[config.mk]
export PLATFORM = sky130hd
export DESIGN_NAME = frame_ring_bump_allocator_top
export DESIGN_NICKNAME = d
export VERILOG_FILES = /design/src/rtl/core/frba_pkg.sv /design/src/rtl/core/frame_ring_bump_allocator_top.sv
export SDC_FILE = /design/constraint.sdc
export NUM_CORES = 1
export LEC_CHECK = 0
export BUFFER_PORTS_ARGS = -buffer_cell sky130_fd_sc_hd__buf_4
export CAP_MARGIN = 15
export CORE_ASPECT_RATIO = 0.6
export CORE_MARGIN = 5
export CORE_UTILIZATION = 35
export DETAILED_ROUTE_END_ITERATION = 6
export PLACE_DENSITY = 0.63
export SLEW_MARGIN = 40
export SYNTH_ARGS = -nofsm -noshare
export SYNTH_HDL_FRONTEND = slang
export SYNTH_SLANG_ARGS = --single-unit
[constraint.sdc]
create_clock -name clk -period 8.8 [get_ports clk]
set_input_delay 1.32 -clock clk [delete_from_list [all_inputs] [get_ports clk]]
set_output_delay 1.32 -clock clk [all_outputs]
set_load 0.01 [all_outputs]
[src/rtl/core/frba_pkg.sv]
// shared field widths, mode codes and report constants for the frame ring allocator
package frba_pkg;

    // item field widths
    localparam int SIZE_W     = 24;
    localparam int ALIGN_W    = 32;
    localparam int ADDR_W     = 64;
    localparam int TELEM_W    = 21;
    localparam int REPNUM_W   = 32;

    // stream payload widths
    localparam int IN_TDATA_W  = 56;
    localparam int IN_TUSER_W  = 1;
    localparam int OUT_TDATA_W = 144;
    localparam int OUT_PAD_W   = OUT_TDATA_W - (ADDR_W + 1 + TELEM_W + TELEM_W + 1 + REPNUM_W);

    // item kind carried in tuser
    typedef enum logic [IN_TUSER_W-1:0] {
        MODE_ALLOC     = 1'b0,
        MODE_FRAME_END = 1'b1
    } mode_t;

    // budget report rules
    localparam int             REPORT_DIV        = 16;
    localparam logic [REPNUM_W-1:0] REPORT_FIRST = 32'd64;
    localparam logic [5:0]     REPORT_EVERY_MASK = 6'd63;

endpackage

[src/rtl/core/frame_ring_bump_allocator_top.sv]
// per-frame bump allocator over a sectioned ring, one request per cycle while m_tready does not stall the result
//
//  channel   dir  handshake                 payload
//  s_*       in   s_tvalid / s_tready       tuser: mode; tdata: size, align
//  m_*       out  m_tvalid / m_tready       tdata: address, ok, peak_used,
//                                           bytes_allocated, report_due, report_number
//  cfg_*     in   cfg_valid / cfg_ready     cfg_data: ring base address
//
//  an item is held in the input register, then the align / fit / address logic loads
//  the result register as soon as that register is free or being drained; the head,
//  peak and byte count change at that same edge, so a new item is taken every cycle
//  while the result register drains
//  a stall on m_tready holds the result and, once the input register is full,
//  drops s_tready; reset clears all allocator state and the ring base to zero
//  cfg_ready is high only while the input register is empty
module frame_ring_bump_allocator_top
    import frba_pkg::*;
#(
    parameter int RING_SIZE   = 4194304,
    parameter int SWAP_COUNT  = 3,
    parameter int ALLOC_ALIGN = 256
)
(
    input  logic                   clk,
    input  logic                   rst_n,
    // slave side: tuser = mode; tdata = size [23:0], align [55:24]
    input  logic                   s_tvalid,
    output logic                   s_tready,
    input  logic [IN_TUSER_W-1:0]  s_tuser,
    input  logic [IN_TDATA_W-1:0]  s_tdata,
    // master side: tdata = address [63:0], ok [64], peak_used [85:65],
    // bytes_allocated [106:86], report_due [107], report_number [139:108], zero [143:140]
    output logic                   m_tvalid,
    input  logic                   m_tready,
    output logic [OUT_TDATA_W-1:0] m_tdata,
    // configuration: ring base address
    input  logic                   cfg_valid,
    output logic                   cfg_ready,
    input  logic [ADDR_W-1:0]      cfg_data
);

    // section geometry
    localparam int SEC_BYTES  = (RING_SIZE / SWAP_COUNT) & ~(ALLOC_ALIGN - 1);
    localparam int PEAK_LIMIT = (RING_SIZE / SWAP_COUNT) / REPORT_DIV;
    localparam int HW         = $clog2(SEC_BYTES + 2);
    localparam int IW         = (SWAP_COUNT > 1) ? $clog2(SWAP_COUNT) : 1;
    localparam int AW         = ALIGN_W + 1;
    localparam int EW         = ALIGN_W + 2;
    localparam int FW         = 26;
    localparam logic [EW-1:0]     SEC_E     = EW'(SEC_BYTES);
    localparam logic [HW-1:0]     SEC_H     = HW'(SEC_BYTES);
    localparam logic [ADDR_W-1:0] SEC_A     = ADDR_W'(SEC_BYTES);
    localparam logic [IW-1:0]     LAST_IDX  = IW'(SWAP_COUNT - 1);
    localparam logic [31:0]       LIMIT_U   = 32'(PEAK_LIMIT);
    localparam logic [ALIGN_W-1:0] DEF_MASK = ALIGN_W'(ALLOC_ALIGN - 1);

    // input register
    logic                in_valid_reg;
    mode_t               in_mode_reg;
    logic [SIZE_W-1:0]   in_size_reg;
    logic [ALIGN_W-1:0]  in_mask_reg;

    // allocator state
    logic [ADDR_W-1:0]   base_addr_reg;
    logic [ADDR_W-1:0]   base_off_reg;
    logic [IW-1:0]       section_index_reg;
    logic [HW-1:0]       head_reg;
    logic [HW-1:0]       peak_reg;
    logic [HW-1:0]       frame_bytes_reg;
    logic [REPNUM_W-1:0] report_count_reg;

    // result register
    logic                   m_tvalid_reg;
    logic [OUT_TDATA_W-1:0] m_tdata_reg;
    logic [OUT_TDATA_W-1:0] m_tdata_next;

    logic out_free;
    logic fire;

    // effective alignment mask, worked out as the item enters
    logic [ALIGN_W-1:0] align_in;
    logic [ALIGN_W-1:0] align_m1;
    logic               align_pow2;
    logic [ALIGN_W-1:0] mask_in;

    // allocation datapath
    logic [AW-1:0]       sum_a;
    logic [AW-1:0]       aligned;
    logic [EW-1:0]       end_v;
    logic                fits;
    logic                alloc_ok;
    logic [HW-1:0]       new_head;
    logic [FW-1:0]       fb_sum;
    logic [ADDR_W-1:0]   address;

    // frame end datapath
    logic [IW-1:0]       next_idx;
    logic                big_frame;
    logic [REPNUM_W-1:0] count_inc;
    logic [REPNUM_W-1:0] count_new;
    logic                due;
    logic [31:0]         peak_ext;
    logic [31:0]         fb_ext;

    // handshakes
    assign out_free  = !m_tvalid_reg || m_tready;
    assign fire      = in_valid_reg && out_free;
    assign s_tready  = !in_valid_reg || out_free;
    assign cfg_ready = !in_valid_reg;
    assign m_tvalid  = m_tvalid_reg;
    assign m_tdata   = m_tdata_reg;

    // alignment check on the incoming item
    assign align_in   = s_tdata[55:24];
    assign align_m1   = align_in - ALIGN_W'(1);
    assign align_pow2 = (align_in != '0) && ((align_in & align_m1) == '0);
    assign mask_in    = align_pow2 ? align_m1 : DEF_MASK;

    // round the head up, then test the fit
    assign sum_a    = AW'(head_reg) + AW'(in_mask_reg);
    assign aligned  = sum_a & ~AW'(in_mask_reg);
    assign end_v    = EW'(aligned) + EW'(in_size_reg);
    assign fits     = end_v <= SEC_E;
    assign alloc_ok = (in_size_reg != '0) && (base_addr_reg != '0) && fits;
    assign new_head = end_v[HW-1:0];
    assign fb_sum   = FW'(frame_bytes_reg) + FW'(in_size_reg);
    assign address  = base_off_reg + ADDR_W'(aligned);

    // frame end bookkeeping
    assign next_idx  = (section_index_reg == LAST_IDX) ? '0 : section_index_reg + IW'(1);
    assign peak_ext  = 32'(peak_reg);
    assign fb_ext    = 32'(frame_bytes_reg);
    assign big_frame = peak_ext > LIMIT_U;
    assign count_inc = report_count_reg + REPNUM_W'(1);
    assign count_new = big_frame ? count_inc : report_count_reg;
    assign due       = big_frame &&
                       ((count_inc <= REPORT_FIRST) || ((count_inc[5:0] & REPORT_EVERY_MASK) == '0));

    // result payload
    always_comb
    begin
        m_tdata_next = '0;
        case (in_mode_reg)
            MODE_FRAME_END:
            begin
                m_tdata_next = {OUT_PAD_W'(0), count_new, due, fb_ext[TELEM_W-1:0],
                                peak_ext[TELEM_W-1:0], 1'b1, ADDR_W'(0)};
            end
            MODE_ALLOC:
            begin
                if (alloc_ok)
                begin
                    m_tdata_next = {OUT_PAD_W'(0), REPNUM_W'(0), 1'b0, TELEM_W'(0),
                                    TELEM_W'(0), 1'b1, address};
                end
            end
            default:
            begin
                m_tdata_next = '0;
            end
        endcase
    end

    // input register
    always_ff @(posedge clk or negedge rst_n)
    begin
        if (!rst_n)
        begin
            in_valid_reg <= 1'b0;
        end
        else if (s_tready)
        begin
            in_valid_reg <= s_tvalid;
        end
    end

    always_ff @(posedge clk)
    begin
        if (s_tready && s_tvalid)
        begin
            in_mode_reg <= mode_t'(s_tuser);
            in_size_reg <= s_tdata[23:0];
            in_mask_reg <= mask_in;
        end
    end

    // allocator state and ring base
    always_ff @(posedge clk or negedge rst_n)
    begin
        if (!rst_n)
        begin
            base_addr_reg     <= '0;
            base_off_reg      <= '0;
            section_index_reg <= '0;
            head_reg          <= '0;
            peak_reg          <= '0;
            frame_bytes_reg   <= '0;
            report_count_reg  <= '0;
        end
        else if (fire && (in_mode_reg == MODE_FRAME_END))
        begin
            section_index_reg <= next_idx;
            base_off_reg      <= (section_index_reg == LAST_IDX) ? base_addr_reg
                                                                 : base_off_reg + SEC_A;
            head_reg          <= '0;
            peak_reg          <= '0;
            frame_bytes_reg   <= '0;
            report_count_reg  <= count_new;
        end
        else if (fire && alloc_ok)
        begin
            head_reg        <= new_head;
            peak_reg        <= (new_head > peak_reg) ? new_head : peak_reg;
            frame_bytes_reg <= fb_sum[HW-1:0];
        end
        else if (cfg_valid && cfg_ready)
        begin
            base_addr_reg <= cfg_data;
            base_off_reg  <= cfg_data + ADDR_W'(section_index_reg) * SEC_A;
        end
    end

    // result register
    always_ff @(posedge clk or negedge rst_n)
    begin
        if (!rst_n)
        begin
            m_tvalid_reg <= 1'b0;
        end
        else if (out_free)
        begin
            m_tvalid_reg <= in_valid_reg;
        end
    end

    always_ff @(posedge clk)
    begin
        if (fire)
        begin
            m_tdata_reg <= m_tdata_next;
        end
    end

    // section index stays inside the ring
    assert property (@(posedge clk) disable iff (!rst_n)
        section_index_reg <= LAST_IDX)
        else $error("section index beyond last section");

    // head never passes the end of its section
    assert property (@(posedge clk) disable iff (!rst_n)
        head_reg <= SEC_H)
        else $error("head beyond section end");

    // peak tracks the head, and the byte count never exceeds it
    assert property (@(posedge clk) disable iff (!rst_n)
        (peak_reg >= head_reg) && (frame_bytes_reg <= head_reg))
        else $error("peak or byte count out of step with head");

    // frame end starts the next frame empty
    assert property (@(posedge clk) disable iff (!rst_n)
        (fire && (in_mode_reg == MODE_FRAME_END)) |=>
            ((head_reg == '0) && (peak_reg == '0) && (frame_bytes_reg == '0)))
        else $error("frame state not cleared after frame end");

    // a failed result carries nothing but zeros
    assert property (@(posedge clk) disable iff (!rst_n)
        (m_tvalid_reg && !m_tdata_reg[64]) |-> (m_tdata_reg == '0))
        else $error("failed allocation with non-zero payload");

endmodule

==> results.json <==
{
  "overflow": 0,
  "initial_core_util_pct": 35.3,
  "vias": 24100,
  "fp.coreArea_sq_um": 77400,
  "vias_per_cell": 5.57,
  "clock.fmax_mhz": 141,
  "wirelength_microns": 92300,
  "yosysUniqueCellTypes": 90,
  "cts_resized": 0,
  "cp-start-kind": "register",
  "endpoint": "m_tdata[6]",
  "crit_start": "in_mask_reg[0]",
  "htree_num_levels": 2,
  "drcViolationCount": 0,
  "p_per_area_nw_per_um2": 289,
  "fin_crit_sh_pct": 80.5,
  "r2r_slack_ns": 1.72,
  "area_growth_pct": 17.2,
  "antenna_found_initial": 5,
  "cts_setup_buffers": 0,
  "cts_buffers": 46,
  "synth_seq_cells": 424,
  "tightest_slew_ns": 0.884,
  "rsz0062_at_grt": "false",
  "synthArstFlopShare_pct": 53.5,
  "worstHoldPathType": "register to register",
  "skew_ns": 0.0431,
  "cts_hold_buf": 0,
  "io_pins": 273,
  "synth_top_area_share_pct": 21.7,
  "drive_gt1_share_pct": 13.5,
  "path_clk_slew_ns": 0.07,
  "synth.largest_area_cell": "edfxtp_1",
  "port_buffers": 268,
  "die_area_sq_um": 83800,
  "drv_cap": 0,
  "grt_usage_pct": 21.4,
  "max_slew_margin_pct": 40.3,
  "syn_area_sq_um": 27300,
  "crit_type": "register to register",
  "wl_per_cell_microns": 21.4,
  "power_w": 0.00923,
  "synth_cells": 3028,
  "nFillCells": 7630,
  "ys_top_cells_by_area": "edfxtp_1 22%, dfrtp_1 21%, ha_1 7.2%, nand2_1 5.7%, nor2_1 4.2%",
  "largest_reg_flops": 140,
  "clockBufferDepth": 3,
  "ys_seq_area_share_pct": 42.5,
  "worst_ep_required_time_ns": 9.12,
  "grt_max_degree": 124,
  "ir_drop_mv": 0.204,
  "cp.arrival_ns": 7.41,
  "status": "complete, no violations",
  "gp_congestion": 0.961,
  "dp_hpwl_microns": 68500,
  "ctsRootBufferMaster": "clkbuf_16",
  "dr.first_iter.drc_count": 2405,
  "p_leak_nw": 13.4,
  "rr_endpoint": "m_tdata[6]",
  "yosys_warnings": 0,
  "r2r_cells": 26,
  "num_rows": 79,
  "dr.pass1.iters": 6,
  "setup-violations-final": 0,
  "grt_pass1_wl_microns": 139000,
  "ant_nets": 0,
  "fin_crit_ns": 7.08,
  "tns_ns": 0,
  "endpoint_kind": "register",
  "synth_enable_flop_cells": 197,
  "first_global_vias": 22100,
  "cts.sinks": 424,
  "clock_latency_ns": 0.62,
  "min_path_cells": 2,
  "hold_viol": 0,
  "synth_area_per_cell_sq_um": 9.01,
  "fin_nets": 3515,
  "crit_fanout": 63,
  "drv_slew": 0,
  "synthFlopType": "dfrtp_1",
  "r2r_start": "in_mask_reg[0]",
  "cts_tree": "built",
  "die_w_microns": 370,
  "dieHeight_microns": 226
}
-- synth_stat cells (9+ instances only) --
cell type / instances
ha_1: 156
nor3b_1: 15
inv_1: 107
or4_1: 19
o221ai_1: 11
a211oi_1: 29
o22ai_1: 18
and2_1: 36
mux2i_1: 20
a31oi_1: 39
a21oi_1: 165
nand4_1: 48
edfxtp_1: 197
a221o_1: 12
and4_1: 14
nand2b_1: 32
xor2_1: 106
and3_1: 53
nor2_1: 302
dfrtp_1: 227
nand2_1: 415
buf_1: 23
or3_1: 44
o21ai_0: 140
clkbuf_1: 122
o21a_1: 29
nand3_1: 108
o31ai_1: 9
a21o_1: 59
o2bb2ai_1: 11
xnor2_1: 103
or2_2: 14
o211ai_1: 42
nor2b_1: 23
o21bai_1: 10
nor3_1: 62
nor4_1: 62
-- layer usage --
| metal | vias to the layer above | GRT usage, % | share of wire, % |
|---|---|---|---|
| met4 | 8 | 4.66 | 2.0 |
| met3 | 116 | 7.61 | 11 |
| met1 | 11500 | 33.7 | 49 |
| met2 | 1065 | 27.5 | 38 |
| met5 | - | 0 | 0.051 |
| li1 | 11400 | - | - |
-- kinds of logic (layout without fill, tap and decap cells) --
family,count (synthesis),in the layout,share of synthesized area (%)
AOI/OAI and AO/OA,669,669,16.1
xor gates and xnor gates,209,209,6.71
adders and majority gates,171,171,7.90
buffers and inverters,261,495,3.67
DFF,424,424,42.5
muxes,23,23,0.871
other,1,6,0.0137
and+or+nand+nor,1270,1270,22.3
-- worst max-delay path, cell delays in order, from the launching register on --
cell	delay (ns)
edfxtp_1	0.40
and2_1	0.18
fa_1	0.40
a21o_1	0.25
a221oi_2	0.45
o211ai_1	0.19
a31o_1	0.24
a21o_1	0.22
nand4_1	0.10
a21boi_0	0.19
nor2_1	0.21
xor2_1	0.17
nor2_1	0.08
ha_1	0.42
a21o_1	0.23
a21oi_1	0.18
o21bai_1	0.12
a21o_1	0.22
a21o_1	0.18
a211oi_1	0.24
a21oi_1	0.06
a21oi_1	0.15
o21a_1	0.17
nor4b_4	0.59
nand4_1	0.18
buf_4	0.41
nor3_1	0.53
-- per-stage QoR --
stage                     std cells  util (%)  hold slack, ns  area [sq um]  setup slack, ns
after global placement         4229      39.3           0.468         30400             2.02
after CTS                      4318      41.3           0.464         32000             1.93
after floorplan                3031         -           0.456         27300             2.90
after detailed placement       4233      39.4           0.481         30500             1.98
after global routing           4318      41.3           0.478         32000             1.38
final                          4320      41.3           0.499         32000             1.72
-- how the worst min path moves through the flow --
stage                     from                to
2_1_floorplan  base_off_reg[0]   base_off_reg[0]
3_3_place_gp       peak_reg[6]       peak_reg[6]
3_5_place_dp      peak_reg[12]      peak_reg[12]
4_1_cts                  rst_n  base_off_reg[53]
5_1_grt                  rst_n  base_off_reg[53]
6_report           peak_reg[6]       peak_reg[6]
-- where the power goes --
| group | leakage [nW] | internal, W | switching (W) |
|---|---|---|---|
| Combinational | 7.89 | 0.00167 | 0.00266 |
| Clock | 0.731 | 0.00107 | 0.000869 |
| Sequential | 4.79 | 0.00249 | 0.000476 |
-- cell usage in the layout (no fill, tap or decap), drive strengths merged, types with 44 or more instances in the layout --
cell | Yosys | final
edfxtp | 197 | 197
nand4 | 48 | 48
dfrtp | 227 | 227
nand2 | 415 | 415
buf | 32 | 303
xor2 | 106 | 106
nor3 | 65 | 65
or3 | 44 | 44
clkbuf | 122 | 57
nor4 | 62 | 62
inv | 107 | 110
a21oi | 165 | 165
nor2 | 303 | 303
o21ai | 146 | 146
xnor2 | 103 | 103
ha | 156 | 156
nand3 | 109 | 109
a21o | 59 | 59
and3 | 53 | 53
-- area by class of cell --
class / count / area [sq um] / area share, %
Clock inverter: 28 / 213 / 0.665
Inverter: 107 / 409 / 1.28
Sequential cell: 424 / 11600 / 36.3
Clock buffer: 57 / 1240 / 3.89
Multi-Input combinational cell: 2346 / 14900 / 46.5
Tap cell: 1053 / 1320 / 4.12
Timing Repair Buffer: 303 / 2340 / 7.31
Antenna cell: 2 / 5.00 / 0.0156
(Power assumes the default switching activity.)
